$ cat src/hw/rtl/bsff_pkg.sv
// package for the bit store with find-first: sizes, codes, payload and control structs
// no dependencies
`default_nettype none

package bsff_pkg;

	localparam int DEPTH_BITS = 4096;
	localparam int WORD_BITS  = 64;
	localparam int NUM_WORDS  = (DEPTH_BITS + WORD_BITS - 1) / WORD_BITS;
	localparam int WORD_AW    = $clog2(NUM_WORDS);
	localparam int OFF_W      = $clog2(WORD_BITS);
	localparam int POS_W      = 12;
	localparam int LEN_W      = 13;
	localparam int GROUPS     = WORD_BITS / 8;
	localparam int GRP_W      = $clog2(GROUPS);

	// command codes
	localparam logic [2:0] CMD_READ   = 3'd0;
	localparam logic [2:0] CMD_WRITE  = 3'd1;
	localparam logic [2:0] CMD_APPEND = 3'd2;
	localparam logic [2:0] CMD_SETLEN = 3'd3;
	localparam logic [2:0] CMD_FIND   = 3'd4;

	// status codes
	localparam logic [1:0] ST_OK    = 2'd0;
	localparam logic [1:0] ST_RANGE = 2'd1;
	localparam logic [1:0] ST_FULL  = 2'd2;

	// result register updates
	localparam logic [2:0] RES_NONE  = 3'd0;
	localparam logic [2:0] RES_OK    = 3'd1;
	localparam logic [2:0] RES_RANGE = 3'd2;
	localparam logic [2:0] RES_FULL  = 3'd3;
	localparam logic [2:0] RES_READ  = 3'd4;
	localparam logic [2:0] RES_FIND  = 3'd5;

	typedef struct packed {
		logic [2:0]       command;
		logic [POS_W-1:0] position;
		logic             bit_value;
		logic [LEN_W-1:0] range_end;
		logic [LEN_W-1:0] new_length;
	} req_t;

	typedef struct packed {
		logic [1:0]       status;
		logic             read_bit;
		logic             found;
		logic [POS_W-1:0] found_position;
		logic [LEN_W-1:0] current_length;
	} rsp_t;

	typedef struct packed {
		logic       cap;
		logic       rd_en;
		logic       addr_len;
		logic       wr_en;
		logic       len_set;
		logic       len_inc;
		logic       scan_start;
		logic       scan_en;
		logic [2:0] res_op;
		logic       out_load;
	} dp_cmd_t;

	typedef struct packed {
		logic [2:0] command;
		logic       pos_err;
		logic       full;
		logic       len_err;
		logic       find_err;
		logic       find_empty;
		logic       scan_done;
		logic       out_free;
	} dp_sts_t;

	// lowest set bit of a word: {any, index}, byte groups first, then bit in byte
	function automatic logic [OFF_W:0] first_set(input logic [WORD_BITS-1:0] w);
		logic [GROUPS-1:0] nz;
		logic [GRP_W-1:0]  bsel;
		logic [7:0]        b;
		logic [2:0]        isel;
		for (int i = 0; i < GROUPS; i++) begin
			nz[i] = |w[i*8 +: 8];
		end
		bsel = '0;
		for (int i = GROUPS - 1; i >= 0; i--) begin
			if (nz[i]) begin
				bsel = GRP_W'(i);
			end
		end
		b = w[bsel*8 +: 8];
		isel = '0;
		for (int i = 7; i >= 0; i--) begin
			if (b[i]) begin
				isel = 3'(i);
			end
		end
		return {|nz, bsel, isel};
	endfunction

endpackage

`default_nettype wire

$ cat src/hw/rtl/bsff_ram.sv
// generic single write port, single read port ram with registered read
// uses bsff_pkg for default sizes
`default_nettype none

module bsff_ram #(
	parameter int WIDTH = bsff_pkg::WORD_BITS,
	parameter int DEPTH = bsff_pkg::NUM_WORDS
) (
	input  wire logic                     clk,
	input  wire logic                     we,
	input  wire logic [$clog2(DEPTH)-1:0] waddr,
	input  wire logic [WIDTH-1:0]         wdata,
	input  wire logic                     re,
	input  wire logic [$clog2(DEPTH)-1:0] raddr,
	output      logic [WIDTH-1:0]         rdata
);

	logic [WIDTH-1:0] mem_q [DEPTH];

	always_ff @(posedge clk) begin
		if (we) begin
			mem_q[waddr] <= wdata;
		end
		if (re) begin
			rdata <= mem_q[raddr];
		end
	end

endmodule

`default_nettype wire

$ cat src/hw/rtl/bsff_ctrl.sv
// controller state machine for the bit store: sequences decode, ram access, scan and result
// uses bsff_pkg for the command and status structs
`default_nettype none

module bsff_ctrl (
	input  wire logic              clk,
	input  wire logic              arst_n,
	input  wire logic              req_valid,
	output      logic              req_ready,
	input  wire bsff_pkg::dp_sts_t sts,
	output      bsff_pkg::dp_cmd_t cmd
);

	localparam logic [2:0] S_IDLE = 3'd0;
	localparam logic [2:0] S_DEC  = 3'd1;
	localparam logic [2:0] S_RDW  = 3'd2;
	localparam logic [2:0] S_WRB  = 3'd3;
	localparam logic [2:0] S_FIND = 3'd4;
	localparam logic [2:0] S_FIN  = 3'd5;

	logic [2:0] state_q;
	logic [2:0] state_d;

	always_comb begin
		cmd       = '0;
		state_d   = state_q;
		req_ready = (state_q == S_IDLE);
		case (state_q)
			S_IDLE: begin
				if (req_valid) begin
					cmd.cap = 1'b1;
					state_d = S_DEC;
				end
			end
			S_DEC: begin
				state_d = S_FIN;
				case (sts.command)
					bsff_pkg::CMD_READ: begin
						if (sts.pos_err) begin
							cmd.res_op = bsff_pkg::RES_RANGE;
						end else begin
							cmd.rd_en = 1'b1;
							state_d   = S_RDW;
						end
					end
					bsff_pkg::CMD_WRITE: begin
						if (sts.pos_err) begin
							cmd.res_op = bsff_pkg::RES_RANGE;
						end else begin
							cmd.rd_en = 1'b1;
							state_d   = S_WRB;
						end
					end
					bsff_pkg::CMD_APPEND: begin
						if (sts.full) begin
							cmd.res_op = bsff_pkg::RES_FULL;
						end else begin
							cmd.rd_en    = 1'b1;
							cmd.addr_len = 1'b1;
							state_d      = S_WRB;
						end
					end
					bsff_pkg::CMD_SETLEN: begin
						if (sts.len_err) begin
							cmd.res_op = bsff_pkg::RES_RANGE;
						end else begin
							cmd.len_set = 1'b1;
							cmd.res_op  = bsff_pkg::RES_OK;
						end
					end
					bsff_pkg::CMD_FIND: begin
						if (sts.find_err) begin
							cmd.res_op = bsff_pkg::RES_RANGE;
						end else if (sts.find_empty) begin
							cmd.res_op = bsff_pkg::RES_OK;
						end else begin
							cmd.scan_start = 1'b1;
							state_d        = S_FIND;
						end
					end
					default: begin
						cmd.res_op = bsff_pkg::RES_RANGE;
					end
				endcase
			end
			S_RDW: begin
				cmd.res_op = bsff_pkg::RES_READ;
				state_d    = S_FIN;
			end
			S_WRB: begin
				// read-modify-write of the target word
				cmd.wr_en   = 1'b1;
				cmd.len_inc = (sts.command == bsff_pkg::CMD_APPEND);
				cmd.res_op  = bsff_pkg::RES_OK;
				state_d     = S_FIN;
			end
			S_FIND: begin
				cmd.scan_en = 1'b1;
				if (sts.scan_done) begin
					cmd.res_op = bsff_pkg::RES_FIND;
					state_d    = S_FIN;
				end
			end
			S_FIN: begin
				if (sts.out_free) begin
					cmd.out_load = 1'b1;
					state_d      = S_IDLE;
				end
			end
			default: begin
				state_d = S_IDLE;
			end
		endcase
	end

	always_ff @(posedge clk or negedge arst_n) begin
		if (!arst_n) begin
			state_q <= S_IDLE;
		end else begin
			state_q <= state_d;
		end
	end

endmodule

`default_nettype wire

$ cat src/hw/rtl/bsff_dp.sv
// datapath for the bit store: request and length registers, word ram with valid bits,
// word scanner for find, result and output registers; uses bsff_pkg and bsff_ram
`default_nettype none

module bsff_dp (
	input  wire logic              clk,
	input  wire logic              arst_n,
	input  wire bsff_pkg::req_t    req,
	output      logic              rsp_valid,
	input  wire logic              rsp_ready,
	output      bsff_pkg::rsp_t    rsp,
	input  wire bsff_pkg::dp_cmd_t cmd,
	output      bsff_pkg::dp_sts_t sts
);

	localparam int WB    = bsff_pkg::WORD_BITS;
	localparam int AW    = bsff_pkg::WORD_AW;
	localparam int OW    = bsff_pkg::OFF_W;
	localparam int PW    = bsff_pkg::POS_W;
	localparam int LW    = bsff_pkg::LEN_W;

	bsff_pkg::req_t          req_q;
	logic [LW-1:0]           len_q;
	logic [PW-1:0]           tgt_q;
	logic [PW-1:0]           tgt_d;
	logic [bsff_pkg::NUM_WORDS-1:0] word_valid_q;
	logic                    rvalid_s1;

	logic                    re;
	logic [AW-1:0]           raddr;
	logic [WB-1:0]           rdata;
	logic [WB-1:0]           word_eff;
	logic [WB-1:0]           bit_mask;
	logic [WB-1:0]           wdata;

	logic [AW-1:0]           scan_q;
	logic                    issued_all_q;
	logic                    scan_v_s1;
	logic [AW-1:0]           scan_word_s1;
	logic                    scan_rd;
	logic [LW-1:0]           end_m1;
	logic [AW-1:0]           first_word;
	logic [AW-1:0]           last_word;
	logic [WB-1:0]           lo_mask;
	logic [WB-1:0]           hi_mask;
	logic [WB-1:0]           cand;
	logic [OW:0]             ff;
	logic                    scan_hit;

	logic [1:0]              res_status_q;
	logic                    res_read_q;
	logic                    res_found_q;
	logic [PW-1:0]           res_fpos_q;
	logic                    rsp_valid_q;

	// request capture
	always_ff @(posedge clk) begin
		if (cmd.cap) begin
			req_q <= req;
		end
	end

	// range checks on the held request
	always_comb begin
		sts.command    = req_q.command;
		sts.pos_err    = ({1'b0, req_q.position} >= len_q);
		sts.full       = (len_q >= LW'(bsff_pkg::DEPTH_BITS));
		sts.len_err    = (req_q.new_length > LW'(bsff_pkg::DEPTH_BITS));
		sts.find_err   = sts.pos_err || (req_q.range_end > len_q)
			|| (req_q.range_end < {1'b0, req_q.position});
		sts.find_empty = (req_q.range_end == {1'b0, req_q.position});
		sts.scan_done  = scan_v_s1 && (scan_hit || (scan_word_s1 == last_word));
		sts.out_free   = !rsp_valid_q || rsp_ready;
	end

	// length register
	always_ff @(posedge clk or negedge arst_n) begin
		if (!arst_n) begin
			len_q <= '0;
		end else if (cmd.len_set) begin
			len_q <= req_q.new_length;
		end else if (cmd.len_inc) begin
			len_q <= len_q + LW'(1);
		end
	end

	// bit addressed by read, write or append
	assign tgt_d = cmd.addr_len ? len_q[PW-1:0] : req_q.position;

	always_ff @(posedge clk) begin
		if (cmd.rd_en) begin
			tgt_q <= tgt_d;
		end
	end

	// word ram, one read port shared by single-bit access and the scan
	assign scan_rd = cmd.scan_en && !issued_all_q;
	assign re      = cmd.rd_en || scan_rd;
	assign raddr   = scan_rd ? scan_q : tgt_d[PW-1:OW];

	bsff_ram #(
		.WIDTH (WB),
		.DEPTH (bsff_pkg::NUM_WORDS)
	) u_ram (
		.clk   (clk),
		.we    (cmd.wr_en),
		.waddr (tgt_q[PW-1:OW]),
		.wdata (wdata),
		.re    (re),
		.raddr (raddr),
		.rdata (rdata)
	);

	// a word never written since reset reads as zero
	always_ff @(posedge clk or negedge arst_n) begin
		if (!arst_n) begin
			word_valid_q <= '0;
			rvalid_s1    <= 1'b0;
		end else begin
			if (cmd.wr_en) begin
				word_valid_q[tgt_q[PW-1:OW]] <= 1'b1;
			end
			if (re) begin
				rvalid_s1 <= word_valid_q[raddr];
			end
		end
	end

	assign word_eff = rvalid_s1 ? rdata : '0;
	assign bit_mask = {{(WB-1){1'b0}}, 1'b1} << tgt_q[OW-1:0];
	assign wdata    = req_q.bit_value ? (word_eff | bit_mask) : (word_eff & ~bit_mask);

	// find scan: one word read per cycle, evaluated the cycle after
	assign end_m1     = req_q.range_end - LW'(1);
	assign first_word = req_q.position[PW-1:OW];
	assign last_word  = end_m1[PW-1:OW];

	always_ff @(posedge clk or negedge arst_n) begin
		if (!arst_n) begin
			scan_q       <= '0;
			issued_all_q <= 1'b0;
			scan_v_s1    <= 1'b0;
			scan_word_s1 <= '0;
		end else if (cmd.scan_start) begin
			scan_q       <= first_word;
			issued_all_q <= 1'b0;
			scan_v_s1    <= 1'b0;
		end else if (scan_rd) begin
			scan_word_s1 <= scan_q;
			scan_v_s1    <= 1'b1;
			if (scan_q == last_word) begin
				issued_all_q <= 1'b1;
			end else begin
				scan_q <= scan_q + AW'(1);
			end
		end else begin
			scan_v_s1 <= 1'b0;
		end
	end

	// partial first and last words are masked to the range
	assign lo_mask = (scan_word_s1 == first_word)
		? ({WB{1'b1}} << req_q.position[OW-1:0]) : {WB{1'b1}};
	assign hi_mask = (scan_word_s1 == last_word)
		? ({WB{1'b1}} >> (OW'(WB - 1) - end_m1[OW-1:0])) : {WB{1'b1}};
	assign cand     = (req_q.bit_value ? word_eff : ~word_eff) & lo_mask & hi_mask;
	assign ff       = bsff_pkg::first_set(cand);
	assign scan_hit = ff[OW];

	// result registers
	always_ff @(posedge clk) begin
		case (cmd.res_op)
			bsff_pkg::RES_OK: begin
				res_status_q <= bsff_pkg::ST_OK;
				res_read_q   <= 1'b0;
				res_found_q  <= 1'b0;
				res_fpos_q   <= '0;
			end
			bsff_pkg::RES_RANGE: begin
				res_status_q <= bsff_pkg::ST_RANGE;
				res_read_q   <= 1'b0;
				res_found_q  <= 1'b0;
				res_fpos_q   <= '0;
			end
			bsff_pkg::RES_FULL: begin
				res_status_q <= bsff_pkg::ST_FULL;
				res_read_q   <= 1'b0;
				res_found_q  <= 1'b0;
				res_fpos_q   <= '0;
			end
			bsff_pkg::RES_READ: begin
				res_status_q <= bsff_pkg::ST_OK;
				res_read_q   <= word_eff[tgt_q[OW-1:0]];
				res_found_q  <= 1'b0;
				res_fpos_q   <= '0;
			end
			bsff_pkg::RES_FIND: begin
				res_status_q <= bsff_pkg::ST_OK;
				res_read_q   <= 1'b0;
				res_found_q  <= scan_hit;
				res_fpos_q   <= scan_hit ? {scan_word_s1, ff[OW-1:0]} : '0;
			end
			default: begin
			end
		endcase
	end

	// output register
	always_ff @(posedge clk) begin
		if (cmd.out_load) begin
			rsp.status         <= res_status_q;
			rsp.read_bit       <= res_read_q;
			rsp.found          <= res_found_q;
			rsp.found_position <= res_fpos_q;
			rsp.current_length <= len_q;
		end
	end

	always_ff @(posedge clk or negedge arst_n) begin
		if (!arst_n) begin
			rsp_valid_q <= 1'b0;
		end else if (cmd.out_load) begin
			rsp_valid_q <= 1'b1;
		end else if (rsp_ready) begin
			rsp_valid_q <= 1'b0;
		end
	end

	assign rsp_valid = rsp_valid_q;

endmodule

`default_nettype wire

$ cat src/hw/rtl/bit_store_with_find_first_core.sv
// top level of the bit store with find-first: controller plus datapath
// uses bsff_pkg, bsff_ctrl, bsff_dp (which holds bsff_ram)
//
//   channel  | handshake             | payload fields
//   ---------+-----------------------+------------------------------------------------------
//   request  | req_valid / req_ready | command, position, bit_value, range_end, new_length
//   result   | rsp_valid / rsp_ready | status, read_bit, found, found_position, current_length
//
// one request at a time; read, write and append pass decode, a ram access state and
// the result state; set length, an empty find and rejected requests go from decode
// to the result; a find reads the words its range touches, at most 64, one per cycle.
// reset clears the length and a valid bit per word, so the store reads as zero at once.
// a finished result waits in the output register; while it is not taken the next
// request is decoded and worked, then held until the output register frees up.
`default_nettype none

module bit_store_with_find_first_core (
	input  wire logic           clk,
	input  wire logic           arst_n,
	input  wire logic           req_valid,
	output      logic           req_ready,
	input  wire bsff_pkg::req_t req,
	output      logic           rsp_valid,
	input  wire logic           rsp_ready,
	output      bsff_pkg::rsp_t rsp
);

	bsff_pkg::dp_cmd_t cmd;
	bsff_pkg::dp_sts_t sts;

	bsff_ctrl u_ctrl (
		.clk       (clk),
		.arst_n    (arst_n),
		.req_valid (req_valid),
		.req_ready (req_ready),
		.sts       (sts),
		.cmd       (cmd)
	);

	bsff_dp u_dp (
		.clk       (clk),
		.arst_n    (arst_n),
		.req       (req),
		.rsp_valid (rsp_valid),
		.rsp_ready (rsp_ready),
		.rsp       (rsp),
		.cmd       (cmd),
		.sts       (sts)
	);

endmodule

`default_nettype wire

$ cat config.mk
export PLATFORM = sky130hd
export DESIGN_NAME = bit_store_with_find_first_core
export DESIGN_NICKNAME = d
export VERILOG_FILES = /design/src/hw/rtl/bsff_pkg.sv /design/src/hw/rtl/bsff_ram.sv /design/src/hw/rtl/bsff_ctrl.sv /design/src/hw/rtl/bsff_dp.sv /design/src/hw/rtl/bit_store_with_find_first_core.sv
export SDC_FILE = /design/constraint.sdc
export NUM_CORES = 2
export LEC_CHECK = 0
export BUFFER_PORTS_ARGS = -buffer_cell sky130_fd_sc_hd__buf_2
export CAP_MARGIN = 10
export CORE_MARGIN = 5
export CORE_UTILIZATION = 28
export CTS_BUF_LIST = sky130_fd_sc_hd__clkbuf_4 sky130_fd_sc_hd__clkbuf_8 sky130_fd_sc_hd__clkbuf_16
export CTS_CLUSTER_SIZE = 40
export DETAILED_ROUTE_END_ITERATION = 7
export PLACE_DENSITY_LB_ADDON = 0.15
export SETUP_SLACK_MARGIN = 0.02
export SLEW_MARGIN = 25
export SYNTH_ARGS = -nofsm -noshare
export SYNTH_HDL_FRONTEND = slang
export SYNTH_SLANG_ARGS = --single-unit
$ cat constraint.sdc
create_clock -name clk -period 7.2 [get_ports clk]
set_clock_uncertainty 0.15 [all_clocks]
set_input_delay 0.36 -clock clk [delete_from_list [all_inputs] [get_ports clk]]
set_output_delay 0.36 -clock clk [all_outputs]
set_load 0.005 [all_outputs]
== Yosys cells after proc, flatten, opt, wreduce, memory -nomap -nowiden ==
Memories as Yosys holds them, arrays and structs flattened. A register that Yosys moved wholly into a read port is not among the register bits.
Index checks and enable logic that the tools add are counted.

* Word-level logic and storage cells: 194
* Memories kept: 1
* Bits in registers: 195
* RAM bits: 4096
* Input bits: 46

{| class="wikitable"
|+ Memory list
! name !! depth !! width !! read ports !! clocked after memory_dff !! write ports !! RTL line !! source
|-
| u_dp.u_ram.mem_q || 64 || 64 || 1 || 1 || 1 || bsff_ram.sv:18 || <nowiki>logic [WIDTH-1:0] mem_q [DEPTH];</nowiki>
|}

* Bitwise logic cells: 8
* Muxes and demuxes: 85
* $add $sub $neg: 4
* Equal/unequal tests: 22
* Order comparisons: 9
* Reduce and logical (&&, ||, !) cells: 37
* Shifts and indexed selects: 4

{| class="wikitable"
|+ Operators by type and width
! kind !! count
|-
| $mux 64 || 5
|-
| $and 64x64->64 || 3
|-
| $not 64->64 || 2
|-
| $or 64x64->64 || 2
|-
| $mux 3 || 24
|-
| $reduce_or 64->1 || 1
|-
| $reduce_or 8->1 || 8
|-
| $shiftx 64x7->8 || 1
|-
| $shl 1x6->64 const A || 1
|-
| $shl 64x6->64 const A || 1
|-
| $shr 64x6->64 const A || 1
|-
| $pmux 3 s4 || 3
|-
| $mux 1 || 31
|-
| $mux 13 || 2
|-
| $mux 12 || 2
|-
| $mux 6 || 4
|-
| $pmux 12 s2 || 1
|-
| $lt 6x7->1 const B || 3
|-
| $eq 3x2->1 const B || 6
|-
| $eq 6x6->1 || 3
|-
| $eq 3x3->1 const B || 5
|-
| $pmux 3 s5 || 1
|-
| $add 13x1->13 const B || 1
|-
| $eq 13x12->1 || 1
|-
| 28 further kinds || 57
|}

== Logic depth before layout (Yosys ltp) ==
* Word-level depth: 25
* Mapped depth: 22
* Gate-level depth less buffers: 17

== Hierarchy ==
A second synthesis with hierarchy kept.

* Cell total of the unflattened synthesis: 8350
* Area total of the unflattened synthesis: 172555.5 µm²

{| class="wikitable"
|+ By module, submodules not included
! module !! sequential area each (µm²) !! area each (µm²) !! cells each !! instances
|-
| bsff_ram || 124919.8 || 156989.3 || 6598 || 1
|-
| bsff_dp || 5300.1 || 15104.5 || 1691 || 1
|-
| bsff_ctrl || 75.1 || 461.7 || 61 || 1
|}

== Worst setup path before layout ==
No wires, ideal clock.

* Path kind: register to register
* From: register u_dp.req_q[27] (netlist name)
* To: register u_dp.rvalid_s1
* Setup slack: 0.926 ns
* Cell stages (with the launch flop): 18
* Period minus slack after synthesis: 6.274 ns
* Setup time: 0.131 ns
* Arrival: 5.993 ns
* Cells stage by stage: edfxtp_1 -> clkbuf_1 -> inv_1 -> ha_1 -> nand2b_1 -> a21o_1 -> a21o_1 -> a21o_1 -> a21o_1 -> a21o_1 -> a21o_1 -> a21oi_1 -> o21ai_0 -> o31a_1 -> or2_2 -> o31ai_1 -> nand2b_1 -> mux2_2

{| class="wikitable"
|+ RTL lines
! item !! RTL line !! source
|-
| start: declaration || bsff_dp.sv:22 || <nowiki>bsff_pkg::req_t req_q;</nowiki>
|-
| start signal: assignment || bsff_dp.sv:59 || <nowiki>req_q <= req;</nowiki>
|-
| end signal: assignment || bsff_dp.sv:124 || <nowiki>rvalid_s1 <= word_valid_q[raddr];</nowiki>
|-
| end: declaration || bsff_dp.sv:27 || <nowiki>logic rvalid_s1;</nowiki>
|}

== Worst setup path after layout ==
* From: register u_dp.req_q[13] (netlist name)
* To: register u_dp.res_fpos_q[0], data pin

* Cells in the longest elaborated chain, start to end: 25
* Elaborated cells on any way between the ends: 52

{| class="wikitable"
|+ Ends and longest elaborated chain
! item !! RTL line !! source
|-
| $sub 12x1->12 || bsff_dp.sv:134 || <nowiki>assign end_m1 = req_q.range_end - LW'(1);</nowiki>
|-
| $sub 6x6->6 || bsff_dp.sv:165 || <nowiki>? ({WB{1'b1}} >> (OW'(WB - 1) - end_m1[OW-1:0])) : {WB{1'b1}};</nowiki>
|-
| $shr 64x6->64 || bsff_dp.sv:165 ||
|-
| $mux 64 || bsff_dp.sv:165 ||
|-
| $and 64x64->64 || bsff_dp.sv:166 || <nowiki>assign cand = (req_q.bit_value ? word_eff : ~word_eff) & lo_mask & hi_mask;</nowiki>
|-
| $reduce_or 8->1 || bsff_pkg.sv:84 || <nowiki>nz[i] = |w[i*8 +: 8];</nowiki>
|-
| $mux 3 (8 in series) || bsff_pkg.sv:88 || <nowiki>if (nz[i]) begin</nowiki>
|-
| $shiftx 64x7->8 || bsff_pkg.sv:92 || <nowiki>b = w[bsel*8 +: 8];</nowiki>
|-
| $mux 3 (8 in series) || bsff_pkg.sv:95 || <nowiki>if (b[i]) begin</nowiki>
|-
| $mux 12 || bsff_dp.sv:201 || <nowiki>res_fpos_q <= scan_hit ? {scan_word_s1, ff[OW-1:0]} : '0;</nowiki>
|-
| $pmux 12 s2 * || bsff_dp.sv:172 || <nowiki>case (cmd.res_op)</nowiki>
|-
| end signal: assignment || bsff_dp.sv:201 ||
|-
| end: declaration || bsff_dp.sv:53 || <nowiki>logic [PW-1:0] res_fpos_q;</nowiki>
|}

Mark *: on every way between the ends. The rest lies on a longest branch, timed or not.
A chain may end at the register's enable or synchronous reset.

==> flow_metrics.py <==
metrics = {
    "sta": {
        "holdWs_ps": 188.2,
        "max_slew_margin_pct": 23.24,
        "post-route-period-util_pct": 90.64,
        "timing.setup.tns_ps": 0,
        "timing.final.hold_violations": 0,
        "rsz0062_at_grt": "no",
        "fin_crit_ps": 6526,
        "finalSetupViolCount": 0,
        "worst-slew-pin-transition_ps": 1148,
        "slew_violations": 0,
        "fmax_mhz": 153.2,
    },
    "finish": {
        "final_net_count": 9317,
        "fillers": 58610,
        "instances_no_fill": 17924,
        "drive_gt1_share_pct": 27.78,
        "design_area_um2": 205100,
        "synthToLayoutAreaGrowth_pct": 18.10,
    },
    "die": {
        "num_io_pins": 77,
        "dieWidth_um": 797.4,
        "dieArea_um2": 635900,
        "coreArea_um2": 618700,
        "rows": 289,
        "fp.dieH_um": 797.4,
        "initial_core_util_pct": 28.06,
    },
    "pwr": {
        "power_density_nw_per_um2": 411.7,
        "power_frac_comb_pct": 33.7,
        "switching_share_pct": 33.78,
        "ir_worst_vdd_mv": 0.4727,
        "clockPowerShare_pct": 28.2,
        "cellInternalPower_w": 0.05591,
        "p_sw_w": 0.02852,
        "seqPwrFrac_pct": 38.1,
        "p_leak_nw": 64.81,
    },
    "placement": {
        "hpwl_um": 341600,
        "port_buffers": 76,
        "place_inst": 16963,
        "gp_congestion": 0.8620,
        "placed_cell_area_um2": 188900,
    },
    "clocking": {
        "cts_inserted_buffers": 467,
        "cts_tree": "built",
        "cts_root_buf": "clkbuf_16",
        "postCtsSetupBuffers": 0,
        "htree_levels": 5,
        "clkSinkCount": 4355,
        "clkLatencyLatePin_ps": 1060,
        "cts.clk_slew.worst_paths_ps": 60,
        "clockBufferDepth": 4,
    },
    "synthesis": {
        "ys_seq_area_share_pct": 75.05,
        "synth_cell_types": 93,
        "synth_edf_count": 4259,
        "synthArstFlopShare_pct": 2.204,
        "synthesis.area_um2": 173600,
        "synth_cells": 8610,
        "synth_nets": 8699,
        "avgSynthCellArea_um2": 20.16,
        "ys_ff_latch": 4355,
        "synth_flop_cell": "edfxtp_1",
        "ys.warnings.count": 0,
    },
    "routing": {
        "remaining_drc_errors": 0,
        "postRouteAntennaNets": 0,
        "vias_per_cell": 5.104,
        "avgRoutedWirePerCell_um": 33.49,
        "dr_total_vias": 91486,
        "drt_iter0_drc": 9797,
        "drt_wl_total_um": 600400,
        "drtPass1Iterations": 7,
    },
    "worst_setup_path": {
        "cp-start-kind": "flop",
        "regToRegSetupSlack_ps": 670,
        "cpLargestDelayFamily": "simple AND/OR/NAND/NOR gates",
        "end_kind": "flop",
        "crit_path_cell_trace": "inv_1, ha_1, buf_4, nor4b_1, a21oi_1, o32a_1, nor2_1, and3_1, buf_4, a21oi_2, or4_1, a31oi_2, o31ai_4, nand2_4, o22ai_1, or3_1, or3_1, a21oi_1, a21oi_1",
        "crit_buf_inv": 3,
        "critPathMaxStageDelay_ps": 630,
        "cp_common_cell": "a21oi_1",
        "worstPathArrival_ps": 7160,
        "required_ps": 7830,
        "cp_slowest_cell": "nor4b_1",
        "crit_type": "reg -> reg",
        "critPathMaxFanout": 24,
    },
    "grt": {
        "grt-ovfl-total": 0,
        "grt_pass1_wl_um": 815900,
        "antenna_found_initial": 45,
        "grt_max_degree": 79,
        "track_usage_pct": 18.43,
        "grt_pass1_vias": 93789,
    },
    "run": {
        "cap_violations": 0,
    },
    "status": {
        "outcome": "completed",
    },
    "hold_path": {
        "hold_path.class": "in -> reg",
    },
}
==> worst paths after layout <==
path,start,to,depth (start not counted)
max reg2reg,u_dp.req_q[13],u_dp.res_fpos_q[0],19
min reg2reg,u_dp.res_status_q[0],u_dp.rsp[27],0
min,rsp_ready,u_dp.rsp_valid,4
max in group asynchronous,arst_n,u_dp.rvalid_s1,4
min in group asynchronous,arst_n,u_dp.len_q[1],4
max,u_dp.req_q[13],u_dp.res_fpos_q[0],19
==> tightest hold or removal path, stage by stage <==
cell           delay [ps]
dlygate4sd3_1         540
buf_2                 110
nand2b_1              190
o21ai_0               140
==> layout make-up <==
class	instances	area [µm²]	share of cell area [%]
antenna	17	42.54	0.02075
tap	8293	10380	5.060
multi-input combinational	3674	42440	20.70
inverter	49	191.4	0.09336
clock inverter	242	2248	1.097
clock buffer	613	12940	6.311
sequential	4355	130300	63.54
timing repair buffer	681	6509	3.174
==> metal layers <==
layer / track usage, % / routed length [µm]
met1: 25.89 / 263600
met2: 29.95 / 284600
met3: 2.518 / 33270
met4: 5.229 / 18960
met5: 0 / 27
==> flip-flops by register name (all words and copies together) (netlist names), 2 cells and up <==
signal / cells
u_dp.u_ram.mem_q: 4096
u_dp.sts: 3
u_dp.rsp: 29
u_dp.res_fpos_q: 12
u_dp.res_status_q: 2
u_dp.first_word: 6
u_dp.scan_word_s1: 6
u_dp.len_q: 13
u_ctrl.state_q: 3
u_dp.tgt_q: 12
u_dp.u_ram.rdata: 64
u_dp.req_q: 33
u_dp.word_valid_q: 64
u_dp.scan_q: 6
==> cell usage in the layout, fill, tap and decap left out, types with 63 or more instances in the layout <==
master,n
dlygate4sd3_1,88
clkbuf_16,471
buf_2,75
o21ai_0,89
mux4_2,1061
buf_4,415
dfrtp_1,95
nor2b_1,272
nor2_1,123
nand2_1,239
buf_12,93
a211oi_1,470
clkinv_2,63
xnor2_1,93
nand3_1,64
mux2i_1,268
clkbuf_4,128
o21ai_4,63
edfxtp_1,4259
clkinv_1,102
or2_2,76
nor2_4,64
a21oi_1,358
==> what timing repair did <==
| action | in CTS | in global routing |
|---|---|---|
| hold endpoints to repair | 212 | 0 |
| resized for setup | 0 | 0 |
| hold buffers | 89 | 0 |
==> synthesized netlist by cell type (5+ instances only) <==
| library cell | number | area share, % |
|---|---|---|
| or3_1 | 18 | 0.065 |
| o41ai_1 | 5 | 0.025 |
| and3_1 | 21 | 0.076 |
| nand3_1 | 66 | 0.19 |
| xor2_1 | 8 | 0.040 |
| inv_1 | 49 | 0.11 |
| o31ai_1 | 28 | 0.12 |
| xnor2_1 | 94 | 0.47 |
| mux2_2 | 8 | 0.052 |
| or2_2 | 76 | 0.27 |
| buf_2 | 8 | 0.023 |
| nor3_1 | 28 | 0.081 |
| nor2_1 | 188 | 0.41 |
| and2_1 | 17 | 0.061 |
| nand2_1 | 245 | 0.53 |
| ha_1 | 43 | 0.31 |
| o22ai_1 | 14 | 0.050 |
| clkbuf_1 | 381 | 0.82 |
| o21ai_0 | 152 | 0.44 |
| a221o_1 | 5 | 0.029 |
| a31oi_1 | 14 | 0.050 |
| nand3b_1 | 7 | 0.030 |
| buf_1 | 136 | 0.29 |
| a211o_1 | 9 | 0.045 |
| mux4_2 | 1061 | 14 |
| nor2b_1 | 274 | 0.99 |
| nor4_1 | 13 | 0.047 |
| a21oi_1 | 358 | 1.0 |
| mux2i_1 | 268 | 1.5 |
| a21o_1 | 15 | 0.065 |
| edfxtp_1 | 4259 | 74 |
| o21a_1 | 14 | 0.061 |
| nand2b_1 | 18 | 0.065 |
| o211ai_1 | 15 | 0.065 |
| buf_6 | 5 | 0.032 |
| dfrtp_1 | 96 | 1.4 |
| a211oi_1 | 470 | 2.0 |
| nand4_1 | 19 | 0.068 |
==> kinds of logic after synthesis <==
kind of cell / count (synthesis) / synth area share, %
xor gates and xnor gates: 104 / 0.5405
adders and majority gates: 43 / 0.3099
AOI/OAI and AO/OA: 1165 / 4.370
and+or+nand+nor: 1025 / 3.085
DFF: 4355 / 75.05
buffers and inverters: 581 / 1.288
muxes: 1337 / 15.36
==> power groups by stage <==
stage	combinational (W)	clock, W	sequential, W
2_1_floorplan	0.0174	0	0.0326
3_3_place_gp	0.0286	0	0.0327
3_5_place_dp	0.0289	0	0.0327
4_1_cts	0.0290	0.0244	0.0322
5_1_grt	0.0304	0.0255	0.0322
6_report	0.0284	0.0238	0.0322
==> through the flow <==
step	setup slack [ps]	total power, W	util (%)
after floorplan	926.1	0.05001	-
after global placement	535.4	0.06133	30.48
after detailed placement	714.2	0.06157	30.54
after CTS	678.0	0.08560	33.14
after global routing	294.3	0.08813	33.14
final	674.0	0.08443	33.14
No activity file was read; power rests on OpenSTA's default activity.
